--- src/rtl/lfp_pkg.sv ---
// Shared types and constants for the lambda frame parser.
`timescale 1ns / 1ps

package lfp_pkg;

    localparam int unsigned FIELD_COUNT = 4;
    localparam int unsigned FC_W        = 3;
    localparam int unsigned VALUE_W     = 16;
    localparam int unsigned STATUS_W    = 4;

    localparam logic [FC_W-1:0] FC_LAST = FC_W'(FIELD_COUNT - 1);
    localparam logic [FC_W-1:0] FC_FULL = FC_W'(FIELD_COUNT);

    localparam logic [7:0] CH_NUL   = 8'd0;
    localparam logic [7:0] CH_TAB   = 8'd9;
    localparam logic [7:0] CH_CR    = 8'd13;
    localparam logic [7:0] CH_SPACE = 8'd32;
    localparam logic [7:0] CH_PLUS  = 8'd43;
    localparam logic [7:0] CH_MINUS = 8'd45;
    localparam logic [7:0] CH_ZERO  = 8'd48;
    localparam logic [7:0] CH_NINE  = 8'd57;
    localparam logic [7:0] CH_SEMI  = 8'd59;

    localparam logic [1:0] PH_START  = 2'd0;
    localparam logic [1:0] PH_SPACE  = 2'd1;
    localparam logic [1:0] PH_NUMBER = 2'd2;
    localparam logic [1:0] PH_DONE   = 2'd3;

    localparam logic [VALUE_W-1:0] PROBE_NONE = 16'd127;

    localparam logic [STATUS_W-1:0] ST_OK        = 4'd0;
    localparam logic [STATUS_W-1:0] ST_CHECKSUM  = 4'd1;
    localparam logic [STATUS_W-1:0] ST_NO_PROBE  = 4'd2;
    localparam logic [STATUS_W-1:0] ST_CJ        = 4'd3;
    localparam logic [STATUS_W-1:0] ST_VLOW      = 4'd4;
    localparam logic [STATUS_W-1:0] ST_VHIGH     = 4'd5;
    localparam logic [STATUS_W-1:0] ST_CJ_COMM   = 4'd6;
    localparam logic [STATUS_W-1:0] ST_HEAT_OFF  = 4'd7;
    localparam logic [STATUS_W-1:0] ST_HEATING   = 4'd8;
    localparam logic [STATUS_W-1:0] ST_TEMP_HIGH = 4'd9;

    typedef struct packed {
        logic               have_last;
        logic [VALUE_W-1:0] lambda_field;
        logic [VALUE_W-1:0] status_field;
        logic [VALUE_W-1:0] probe_field;
        logic [VALUE_W-1:0] check;
    } lfp_frame_t;

endpackage

--- src/rtl/lfp_if.sv ---
// Character and result channel interfaces of the lambda frame parser.
`timescale 1ns / 1ps

interface lfp_char_if;
    logic       valid;
    logic       ready;
    logic [7:0] char_in;

    modport source (output valid, output char_in, input ready);
    modport sink   (input valid, input char_in, output ready);
endinterface

interface lfp_result_if;
    logic        valid;
    logic        ready;
    logic [15:0] lambda_value;
    logic [3:0]  status;

    modport source (output valid, output lambda_value, output status, input ready);
    modport sink   (input valid, input lambda_value, input status, output ready);
endinterface

--- src/rtl/lfp_field_parser.sv ---
// Field parser: holds the per-frame state and advances it one character at a time.
`timescale 1ns / 1ps

module lfp_field_parser (
    input  logic              clk,
    input  logic              rst_n,
    input  logic              step,
    input  logic [7:0]        char_in,
    output lfp_pkg::lfp_frame_t frame,
    output logic [2:0]        field_count
);
    import lfp_pkg::*;

    logic [FC_W-1:0]    fc_reg, fc_next;
    logic [1:0]         phase_reg, phase_next;
    logic               neg_reg, neg_next;
    logic [VALUE_W-1:0] acc_reg, acc_next;
    logic [VALUE_W-1:0] lambda_reg, lambda_next;
    logic [VALUE_W-1:0] status_reg, status_next;
    logic [VALUE_W-1:0] probe_reg, probe_next;

    logic [VALUE_W-1:0] value;
    logic [VALUE_W-1:0] digit;
    logic               is_digit;
    logic               is_space;
    logic               full;

    assign value    = neg_reg ? (VALUE_W'(0) - acc_reg) : acc_reg;
    assign digit    = {12'd0, char_in[3:0]};
    assign is_digit = (char_in >= CH_ZERO) && (char_in <= CH_NINE);
    assign is_space = (char_in == CH_SPACE) || ((char_in >= CH_TAB) && (char_in <= CH_CR));
    assign full     = (fc_reg >= FC_FULL);

    always_comb
    begin
        frame.lambda_field = lambda_reg;
        frame.status_field = status_reg;
        frame.probe_field  = probe_reg;
        frame.check        = full ? acc_reg : value;
        frame.have_last    = full || ((fc_reg == FC_LAST) && (phase_reg != PH_START));
    end

    assign field_count = fc_reg;

    always_comb
    begin
        fc_next     = fc_reg;
        phase_next  = phase_reg;
        neg_next    = neg_reg;
        acc_next    = acc_reg;
        lambda_next = lambda_reg;
        status_next = status_reg;
        probe_next  = probe_reg;
        if (char_in == CH_NUL)
        begin
            fc_next     = '0;
            phase_next  = PH_START;
            neg_next    = 1'b0;
            acc_next    = '0;
            lambda_next = '0;
            status_next = '0;
            probe_next  = '0;
        end
        else if (!full)
        begin
            if (char_in == CH_SEMI)
            begin
                if (fc_reg == 3'd0)
                    lambda_next = value;
                if (fc_reg == 3'd1)
                    status_next = value;
                if (fc_reg == 3'd2)
                    probe_next = value;
                fc_next    = fc_reg + 3'd1;
                phase_next = PH_START;
                neg_next   = 1'b0;
                acc_next   = (fc_reg == FC_LAST) ? value : '0;
            end
            else if (phase_reg == PH_START || phase_reg == PH_SPACE)
            begin
                if (is_space)
                    phase_next = PH_SPACE;
                else if (char_in == CH_PLUS || char_in == CH_MINUS)
                begin
                    neg_next   = (char_in == CH_MINUS);
                    phase_next = PH_NUMBER;
                end
                else if (is_digit)
                begin
                    acc_next   = digit;
                    phase_next = PH_NUMBER;
                end
                else
                    phase_next = PH_DONE;
            end
            else if (phase_reg == PH_NUMBER)
            begin
                if (is_digit)
                    acc_next = (acc_reg << 3) + (acc_reg << 1) + digit;
                else
                    phase_next = PH_DONE;
            end
        end
    end

    always_ff @(posedge clk or negedge rst_n)
    begin
        if (!rst_n)
        begin
            fc_reg     <= '0;
            phase_reg  <= PH_START;
            neg_reg    <= 1'b0;
            acc_reg    <= '0;
            lambda_reg <= '0;
            status_reg <= '0;
            probe_reg  <= '0;
        end
        else if (step)
        begin
            fc_reg     <= fc_next;
            phase_reg  <= phase_next;
            neg_reg    <= neg_next;
            acc_reg    <= acc_next;
            lambda_reg <= lambda_next;
            status_reg <= status_next;
            probe_reg  <= probe_next;
        end
    end

endmodule

--- src/rtl/lfp_status_decode.sv ---
// Status decoder: checksum test and fixed-priority status word decode.
`timescale 1ns / 1ps

module lfp_status_decode (
    input  lfp_pkg::lfp_frame_t frame,
    output logic [15:0]         lambda_value,
    output logic [3:0]          status
);
    import lfp_pkg::*;

    logic [VALUE_W-1:0] sum;
    logic [VALUE_W-1:0] s;

    assign sum = frame.lambda_field + frame.status_field + frame.probe_field;
    assign s   = frame.status_field;

    always_comb
    begin
        if (!frame.have_last || (~sum != frame.check))
            status = ST_CHECKSUM;
        else if (frame.probe_field == PROBE_NONE)
            status = ST_NO_PROBE;
        else if (s[0])
            status = ST_CJ;
        else if (s[2])
            status = ST_VLOW;
        else if (s[3])
            status = ST_VHIGH;
        else if (s[4])
            status = ST_CJ_COMM;
        else if (!s[5])
            status = s[7] ? ST_HEATING : ST_HEAT_OFF;
        else if (s[1])
            status = ST_TEMP_HIGH;
        else
            status = ST_OK;
    end

    assign lambda_value = (status == ST_OK) ? frame.lambda_field : '0;

endmodule

--- src/rtl/lambda_frame_parser_core.sv ---
// Lambda frame parser top level: input register, field parser, status decode, result register.
// A NUL word is held in the input register; its decoded result is loaded into the result register once that is free.
// Throughput: one character word per cycle; a NUL word waits in the input register only
// while the result register still holds an untaken result, other words keep flowing.
// Reset: rst_n clears the parser state and both valid flags; the next frame starts fresh.
`timescale 1ns / 1ps

module lambda_frame_parser_core (
    input  logic                clk,
    input  logic                rst_n,
    lfp_char_if.sink            frame,
    lfp_result_if.source        result
);
    import lfp_pkg::*;

    logic               in_valid_reg;
    logic [7:0]         in_char_reg;
    logic               out_valid_reg;
    logic [VALUE_W-1:0] out_lambda_reg;
    logic [STATUS_W-1:0] out_status_reg;

    logic               is_nul;
    logic               out_free;
    logic               step;
    logic               emit;
    lfp_frame_t         frame_info;
    logic [FC_W-1:0]    field_count;
    logic [VALUE_W-1:0] dec_lambda;
    logic [STATUS_W-1:0] dec_status;

    assign is_nul   = (in_char_reg == CH_NUL);
    assign out_free = !out_valid_reg || result.ready;
    assign step     = in_valid_reg && (!is_nul || out_free);
    assign emit     = step && is_nul;

    assign frame.ready = !in_valid_reg || step;

    lfp_field_parser u_parser (
        .clk         (clk),
        .rst_n       (rst_n),
        .step        (step),
        .char_in     (in_char_reg),
        .frame       (frame_info),
        .field_count (field_count)
    );

    lfp_status_decode u_decode (
        .frame        (frame_info),
        .lambda_value (dec_lambda),
        .status       (dec_status)
    );

    always_ff @(posedge clk or negedge rst_n)
    begin
        if (!rst_n)
            in_valid_reg <= 1'b0;
        else if (frame.ready)
            in_valid_reg <= frame.valid;
    end

    always_ff @(posedge clk)
    begin
        if (frame.ready && frame.valid)
            in_char_reg <= frame.char_in;
    end

    always_ff @(posedge clk or negedge rst_n)
    begin
        if (!rst_n)
            out_valid_reg <= 1'b0;
        else if (out_free)
            out_valid_reg <= emit;
    end

    always_ff @(posedge clk)
    begin
        if (emit)
        begin
            out_lambda_reg <= dec_lambda;
            out_status_reg <= dec_status;
        end
    end

    assign result.valid        = out_valid_reg;
    assign result.lambda_value = out_lambda_reg;
    assign result.status       = out_status_reg;

`ifndef NO_ASSERTIONS
    a_count_range: assert property (@(posedge clk) disable iff (!rst_n)
        field_count <= FC_FULL)
        else $error("field count out of range");

    a_nul_clears: assert property (@(posedge clk) disable iff (!rst_n)
        emit |=> (field_count == '0))
        else $error("frame state not cleared after end of frame");

    a_emit_loads: assert property (@(posedge clk) disable iff (!rst_n)
        emit |=> (result.valid && result.status == $past(dec_status)))
        else $error("result register did not take the decoded status");

    a_lambda_zero: assert property (@(posedge clk) disable iff (!rst_n)
        (result.valid && result.status != ST_OK) |-> (result.lambda_value == '0))
        else $error("lambda value not cleared on error status");
`endif

endmodule

--- src/flat_wrapper.sv ---
// flat-port wrapper written by rule: the top's interface ports become plain ports
module lambda_frame_parser_core_flat import lfp_pkg::*;
  (clk, rst_n, frame_valid, frame_char_in, frame_ready, result_valid, result_lambda_value, result_status, result_ready);
  lfp_char_if frame_i ();
  lfp_result_if result_i ();
  input  logic clk;
  input  logic rst_n;
  input wire logic [$bits(frame_i.valid)-1:0] frame_valid;
  input wire logic [$bits(frame_i.char_in)-1:0] frame_char_in;
  output wire logic [$bits(frame_i.ready)-1:0] frame_ready;
  output wire logic [$bits(result_i.valid)-1:0] result_valid;
  output wire logic [$bits(result_i.lambda_value)-1:0] result_lambda_value;
  output wire logic [$bits(result_i.status)-1:0] result_status;
  input wire logic [$bits(result_i.ready)-1:0] result_ready;
  assign frame_i.valid = frame_valid;
  assign frame_i.char_in = frame_char_in;
  assign frame_ready = frame_i.ready;
  assign result_valid = result_i.valid;
  assign result_lambda_value = result_i.lambda_value;
  assign result_status = result_i.status;
  assign result_i.ready = result_ready;
  lambda_frame_parser_core u_core (.clk(clk), .rst_n(rst_n), .frame(frame_i), .result(result_i));
endmodule
--- config.mk ---
export PLATFORM = sky130hd
export DESIGN_NAME = lambda_frame_parser_core_flat
export DESIGN_NICKNAME = d
export VERILOG_FILES = /design/src/rtl/lfp_pkg.sv /design/src/rtl/lfp_if.sv /design/src/rtl/lfp_field_parser.sv /design/src/rtl/lfp_status_decode.sv /design/src/rtl/lambda_frame_parser_core.sv /design/src/flat_wrapper.sv
export SDC_FILE = /design/constraint.sdc
export NUM_CORES = 1
export LEC_CHECK = 0
export ABC_CLOCK_PERIOD_IN_PS = 3800
export BUFFER_PORTS_ARGS = -buffer_cell sky130_fd_sc_hd__buf_2
export CORE_MARGIN = 2
export CORE_UTILIZATION = 25
export DETAILED_ROUTE_END_ITERATION = 7
export GPL_ROUTABILITY_DRIVEN = 0
export MAX_ROUTING_LAYER = met4
export PLACE_DENSITY = 0.5
export SYNTH_ARGS = -nofsm -noshare
export SYNTH_HDL_FRONTEND = slang
export SYNTH_HIERARCHICAL = 1
export SYNTH_SLANG_ARGS = --single-unit
--- constraint.sdc ---
create_clock -name clk -period 3.8 [get_ports clk]
set_clock_uncertainty 0.05 [all_clocks]
set_input_delay 0.38 -clock clk [delete_from_list [all_inputs] [get_ports clk]]
set_output_delay 0.38 -clock clk [all_outputs]
set_load 0.03 [all_outputs]
# Yosys cells after proc, flatten, opt, wreduce, memory -nomap -nowiden
# Cells that the tools add are included.
# word_totals
output_inout_bits,22
elab_cells,130
regBits,100
# op_classes
reduce_logical,39
n_eq_ne,16
magnitude_cmp,5
muxes,51
n_bitwise,1
addsub,6
# ops
op,n
2-to-1 mux 16 bit,24
adder 16 bit,3
2-to-1 mux 4 bit,9
"equality test 8 x 6 -> 1 bit, second input constant",4
adder 16 x 4 -> 16 bit,1
"equality test 16 x 7 -> 1 bit, second input constant",1
inequality test 16 bit,1
NOT 16 bit,1
AND reduction 4 bit,4
"subtractor 1 x 16 -> 16 bit, first input constant",1
2-to-1 mux 2 bit,7
nonzero test 4 bit,3
nonzero test 2 bit,5
2-to-1 mux 3 bit,3
"greater-or-equal comparator 8 x 4 -> 1 bit, second input constant",1
"greater-or-equal comparator 8 x 6 -> 1 bit, second input constant",1
"less-or-equal comparator 8 x 4 -> 1 bit, second input constant",1
"less-or-equal comparator 8 x 6 -> 1 bit, second input constant",1
zero test 8 bit,1
logical OR 1 bit,8
2-to-1 mux 1 bit,8
"inequality test 4 x 3 -> 1 bit, second input constant",2
AND reduction 7 bit,1
"equality test 3 x 2 -> 1 bit, second input constant",2
other kinds (16),25

# Logic depth before layout (Yosys ltp)
# Gate-level depths: netlist of run 1.
# logic_depth
word_depth,9
ltp_mapped,16
depth_no_buf,14

# Modules after synthesis
# Netlist of run 1, hierarchy kept.
# by_module_without_submodules
mod,area_each_um2,cells_each,n_inst
lfp_field_parser,4658.2,490,1
lfp_status_decode,1637.8,203,1
lambda_frame_parser_core,979.7,41,1

# Least setup slack after synthesis of run 1
# No wires, ideal clock.
# synth_path
kind,reg-to-reg
startpoint,register u_core.u_parser.acc_reg[3]
endpoint,register u_core.out_status_reg[2] (netlist: u_core/result.status[2]) (data pin)
stages_incl_launch_ff,15
slack_ps,137
arrival_ps,3347
t_required_ps,3484
path_buffers,3
cell_sequence,dfrtp_1 -> or4_4 -> or4_4 -> or3_1 -> buf_6 -> o21ai_0 -> xnor2_1 -> xor2_1 -> xnor2_1 -> xnor2_1 -> nand3_1 -> nand4b_1 -> buf_2 -> buf_4 -> nor3_2
# synth_rtl
item,line_no,source
start: declaration,lfp_field_parser.sv:17,"logic [VALUE_W-1:0] acc_reg, acc_next;"
start signal: assignment,lfp_field_parser.sv:123,acc_reg <= acc_next;
end signal: assignment,lambda_frame_parser_core.sv:80,out_status_reg <= dec_status;
end: declaration,lambda_frame_parser_core.sv:20,logic [STATUS_W-1:0] out_status_reg;

==> results.py, run 1 <==
metrics = {
    "critical_path": {
        "r2r-start": "u_core/u_parser/acc_reg[3]",
        "cp-startpoint": "u_core/u_parser/acc_reg[3]",
        "path_cells": "or4_4 > or4_4 > or3_4 > nand2_1 > xnor2_1 > xnor2_1 > or2_1 > o221ai_1 > o2111a_1 > nand4b_1 > or3_1",
        "critPathArrivalTime_ns": 3.59,
        "required_ns": 3.85,
        "endpoint_kind": "register",
        "r2r_slack_ns": 0.26,
        "cp_slowest_cell": "or4_4",
        "path_max_fanout": 5,
        "crit_path_max_incr_delay_ns": 0.54,
        "ff2ff_path_depth": 11,
        "startpoint_type": "register",
        "crit_type": "register to register",
    },
    "place": {
        "dpl_cell_area_mm2": 0.00795,
        "detailed_place_hpwl_um": 13500,
        "placedCellCount": 1142,
        "post-place-ws_ns": 0.157,
        "port_buffers": 33,
    },
    "synth": {
        "synth_nets": 810,
        "synth_seq_cells": 100,
        "yosysMostFrequentCell": "dfrtp_1",
        "ys_top_cells_by_area": "dfrtp_1 (25%), edfxtp_1 (12%), ha_1 (7.9%)",
        "synth.distinct_cells": 76,
        "synth_top_flop_cell": "dfrtp_1",
        "synth.avg_cell_area_um2": 9.91,
        "netlist_area_mm2": 0.00728,
        "synth_top_area_share_pct": 24.8,
        "syn_inst": 734,
        "ys_top_cells_by_count": "dfrtp_1 (72), nand2_1 (66), nor2_1 (48)",
        "yosysWarnings": 6,
        "synthArstFlopShare_pct": 72.0,
        "synth_edf_count": 28,
        "yosysSeqAreaShare_pct": 36.3,
        "yosysTopAreaCell": "dfrtp_1",
    },
    "clock_network": {
        "cts_buffer_depth": 2,
        "cts_tree": "built",
        "numClockSinks": 100,
        "cts_hold_buf": 0,
        "insertion_delay_ns": 0.35,
        "clk_pin_slew_ns": 0.07,
        "h-tree-depth": 3,
        "cts_root_buffer": "clkbuf_16",
        "cts_buffers": 9,
    },
    "sta": {
        "fmax_mhz": 283,
        "min_period_ns": 3.54,
        "rsz0062_at_grt": "false",
        "hold_viol": 0,
        "fin_crit_sh_pct": 93.1,
        "tns_ns": 0,
        "setup_violations": 0,
        "finalMaxSlewViolations": 0,
        "setup_slack_ns": 0.264,
        "slew_headroom_pct": 36.4,
        "worst_slew_pin_slew_ns": 0.954,
        "hold_ws_ns": 0.125,
    },
    "outcome": {
        "status": "complete, no violations",
    },
    "drt": {
        "drt_iter0_drc": 364,
        "wire_per_inst_um": 15.2,
        "ant_nets": 0,
        "drc": 0,
        "vias": 5425,
        "dr.pass1.iters": 4,
        "finalWirelength_um": 17600,
        "drt-vias-per-instance": 4.68,
    },
    "final_layout": {
        "n_fill_cell": 3016,
        "n_antenna_cell": 0,
        "instances_no_fill": 1158,
        "final_util_pct": 28.9,
        "nNetsFinal": 845,
        "stdcell_area_mm2": 0.00828,
        "syn2layout_area_growth_pct": 13.8,
        "drive_above_1_share_pct": 18.9,
    },
    "run": {
        "maxCapViolations": 0,
    },
    "global_routing": {
        "antenna_found_initial": 0,
        "globalRouteOverflowTotal": 0,
        "grt_pass1_wl_um": 29200,
        "grt_pass1_vias": 5449,
        "grt_max_degree": 73,
        "grt_use_total_pct": 12.3,
    },
    "pwr": {
        "power_density_mw_per_mm2": 514,
        "p_leak_nw": 3.71,
        "p_total_mw": 4.25,
        "vdd.ir_drop.worst_uv": 224,
    },
    "floorplanning": {
        "ios": 34,
        "die_x_um": 175,
        "start_util_pct": 25.3,
        "die_y_um": 175,
        "core_area_mm2": 0.0287,
        "fp-row-count": 62,
        "die_area_mm2": 0.0305,
    },
    "min_path": {
        "hp-class": "input port to asynchronous set/reset pin",
    },
}
metal layers:
metal	share of wire [%]	up-vias	track usage, %
met4	1.3	0	3.26
met2	47	77	19.9
met1	48	2601	16.1
met5	0	-	-
met3	3.1	16	1.78
li1	-	2731	-
power breakdown:
part | switching [mW] | leakage, nW | internal, mW | total (mW)
combinational | 1.05 | 2.29 | 0.822 | 1.87
sequential | 0.193 | 1.26 | 1.21 | 1.40
clock | 0.441 | 0.158 | 0.543 | 0.984
total | 1.68 | 3.71 | 2.57 | 4.25
cell type report:
| cell class | instances | area, um^2 | share of cell area [%] |
|---|---|---|---|
| clock buffer | 10 | 239 | 2.89 |
| clock inverter | 6 | 83.8 | 1.01 |
| inverter | 27 | 101 | 1.22 |
| multi-input combinational | 571 | 4360 | 52.7 |
| sequential | 100 | 2640 | 31.9 |
| tap | 384 | 480 | 5.80 |
| timing repair buffer | 60 | 374 | 4.52 |
timing repair:
item	in CTS	in global routing
setup endpoints to repair	0	4
buffers inserted	0	0
gates resized for setup	0	4
critical path: cells and delay by family, from the launching register on:
kind / cells / cell delay, ns
compound gates: 2 / 0.36
xor+xnor: 2 / 0.25
flops: 1 / 0.38
simple gates: 7 / 2.25
worst paths after layout:
check	to
max in group asynchronous	u_core/u_parser/status_reg[10]
min in group clk	u_core/in_char_reg[4]
worst max register to register	u_core/result.status[0]
worst min register to register	u_core/u_parser/probe_reg[1]
worst min-delay path	u_core/u_parser/status_reg[2]
worst max-delay path	u_core/result.status[0]
cell usage in the layout (no fill, tap or decap), drive strengths merged, types with 30 or more instances in the layout:
cell | synthesis | final
nand2 | 66 | 66
nand3 | 34 | 34
dfrtp | 72 | 72
nor2 | 49 | 49
ha | 46 | 46
buf | 14 | 60
a21oi | 30 | 30
o21ai | 45 | 45
mux2 | 43 | 43
xnor2 | 45 | 45
kinds of logic (layout without fill, tap and decap cells):
| logic type | count (synthesis) | in the layout | share of synthesized area [%] |
|---|---|---|---|
| xor+xnor | 66 | 66 | 7.95 |
| compound gates | 154 | 154 | 14.4 |
| fa+ha+maj | 64 | 64 | 12.9 |
| buf+inv | 63 | 103 | 3.94 |
| simple gates | 239 | 239 | 17.2 |
| mux | 48 | 48 | 7.34 |
| flops | 100 | 100 | 36.3 |
No activity file was read; power rests on OpenSTA's default activity.
==> run 2, diff against run 1 <==
--- a/config.mk
+++ b/config.mk
@@ -7,6 +7,7 @@
 export LEC_CHECK = 0
 export ABC_CLOCK_PERIOD_IN_PS = 3800
 export BUFFER_PORTS_ARGS = -buffer_cell sky130_fd_sc_hd__buf_2
+export CORE_ASPECT_RATIO = 0.7
 export CORE_MARGIN = 2
 export CORE_UTILIZATION = 25
 export DETAILED_ROUTE_END_ITERATION = 7
==> run 2 against run 1 <==
  * Cell area up 1.1%
  * Global-route usage up 1.8 points
  * Sequential power about the same
  * Critical path type unchanged
  * Largest power group unchanged
==> results.py, run 2 (synthesis results as in run 1) <==
metrics = {
    "pwr": {
        "p_leak_nw": 3.75,
        "power_density_mw_per_mm2": 515,
        "vdd.ir_drop.worst_uv": 212,
        "p_total_mw": 4.31,
    },
    "final_layout": {
        "regArea_mm2": 0.00264,
        "layout_commonest_cell": "dfrtp_1",
        "nNetsFinal": 853,
        "syn2layout_area_growth_pct": 15.1,
        "multi_input_area_mm2": 0.00441,
        "final_cell_mix": "dfrtp_1 (72), nand2_1 (65), nor2_1 (48)",
        "n_antenna_cell": 0,
        "final_util_pct": 29.1,
        "n_fill_cell": 3043,
        "drive_above_1_share_pct": 20.7,
    },
    "clock_network": {
        "h-tree-depth": 3,
        "cts_buffer_depth": 2,
        "clk_pin_slew_ns": 0.07,
        "insertion_delay_ns": 0.37,
        "cts_hold_buf": 0,
        "cts_tree": "built",
        "numClockSinks": 100,
        "cts_buffers": 9,
        "cts_root_buffer": "clkbuf_16",
    },
    "run": {
        "maxCapViolations": 0,
    },
    "critical_path": {
        "endpoint_kind": "register",
        "path_cells": "or4_4 > or4_4 > or3_4 > buf_6 > nand2_2 > xnor2_2 > xnor2_2 > or2_1 > o221ai_2 > o2111a_1 > nand4b_1 > buf_6 > or3_1",
        "ff2ff_path_depth": 13,
        "r2r-start": "u_core/u_parser/acc_reg[1]",
        "critPathArrivalTime_ns": 3.77,
        "cp_slowest_cell": "or4_4",
        "startpoint_type": "register",
        "r2r_slack_ns": 0.08,
        "crit_path_max_incr_delay_ns": 0.56,
        "crit_family": "simple AND/OR/NAND/NOR gates",
        "required_ns": 3.86,
        "path_max_fanout": 3,
        "crit_type": "register to register",
        "worst-path-buf-inv": 2,
        "worst_r2r_endpoint": "u_core/result.status[0]",
    },
    "drt": {
        "dr.pass1.iters": 5,
        "wire_per_inst_um": 17.6,
        "vias": 5756,
        "finalWirelength_um": 20500,
        "drc": 0,
        "ant_nets": 0,
        "drt-vias-per-instance": 4.96,
        "drt_iter0_drc": 496,
    },
    "sta": {
        "setup_violations": 0,
        "fmax_mhz": 269,
        "setup_slack_ns": 0.0844,
        "fin_crit_sh_pct": 97.8,
        "hold_ws_ns": 0.111,
        "min_period_ns": 3.72,
        "hold_viol": 0,
        "worst_slew_pin_slew_ns": 0.984,
        "slew_headroom_pct": 34.4,
        "finalMaxSlewViolations": 0,
    },
    "global_routing": {
        "antenna_found_initial": 0,
        "globalRouteOverflowTotal": 0,
        "grt_max_degree": 73,
        "grt_pass1_vias": 5473,
        "grt_pass1_wl_um": 32700,
        "grt_use_total_pct": 14.1,
    },
    "min_path": {
        "hp-class": "input port to asynchronous set/reset pin",
    },
    "floorplanning": {
        "ios": 34,
        "die_area_mm2": 0.0305,
        "die_x_um": 208,
        "core_area_mm2": 0.0288,
        "die_y_um": 147,
        "fp-row-count": 52,
        "start_util_pct": 25.3,
    },
    "place": {
        "post-place-ws_ns": 0.0931,
        "port_buffers": 33,
        "detailed_place_hpwl_um": 15700,
    },
    "outcome": {
        "status": "complete, no violations",
    },
}
-- run 2: cell count changes in the layout (fill, tap and decap cells not counted), sizes merged --
cell / delta
buf: +7
bufinv: -1
clkbuf: +1
clkinv: -3
clkinvlp: +3
inv: +1
-- run 2: cell type report --
cell class	instances	area share [%]
clock buffer	10	2.73
clock inverter	6	0.583
inverter	27	1.21
multi-input combinational	571	52.7
sequential	100	31.6
tap	378	5.65
timing repair buffer	68	5.59
-- run 2: worst max-delay path by stage --
stage                                          start  cells past startpoint                            end  slack (ns)
final                     u_core/u_parser/acc_reg[1]                     13        u_core/result.status[0]        0.08
after global routing      u_core/u_parser/acc_reg[1]                     14  u_core/result.lambda_value[2]       -0.02
after CTS                 u_core/u_parser/acc_reg[3]                     13  u_core/result.lambda_value[1]        0.07
after detailed placement  u_core/u_parser/acc_reg[3]                     13  u_core/result.lambda_value[1]        0.09
after global placement    u_core/u_parser/acc_reg[3]                     12        u_core/result.status[0]        0.16
after floorplan           u_core/u_parser/acc_reg[3]                     14        u_core/result.status[2]        0.14
-- run 2: per-stage QoR --
step / setup TNS (ns) / instance area (um^2) / instances
detailed placement: 0 / 7960 / 1139
finish: 0 / 8370 / 1160
global placement: 0 / 7960 / 1139
global route: -0.0259 / 8370 / 1160
CTS: 0 / 8240 / 1155
floorplan: 0 / 7280 / 734
-- run 2: worst reg2reg max path: stages (launching register included) --
cell	delay, ns
dfrtp_1	0.38
or4_4	0.56
or4_4	0.50
or3_4	0.36
buf_6	0.13
nand2_2	0.07
xnor2_2	0.08
xnor2_2	0.17
or2_1	0.25
o221ai_2	0.16
o2111a_1	0.20
nand4b_1	0.11
buf_6	0.16
or3_1	0.30
-- run 2: per-layer routing --
metal / vias to the layer above / global-route usage (%) / part of all wire (%)
li1: 2741 / - / -
met1: 2844 / 23.2 / 55
met2: 162 / 17.2 / 37
met3: 9 / 2.93 / 8.1
met4: 0 / 1.81 / 0.53
met5: - / - / 0
-- run 2: power breakdown --
| group | total [mW] | switching, mW | internal [mW] |
|---|---|---|---|
| combinational | 2.05 | 1.20 | 0.854 |
| sequential | 1.37 | 0.157 | 1.21 |
| clock | 0.892 | 0.441 | 0.451 |
| total | 4.31 | 1.80 | 2.51 |
-- run 2: timing repair --
item | in CTS | in global routing
gates resized for setup | 0 | 17
setup endpoints to repair | 0 | 20
buffers inserted | 0 | 4
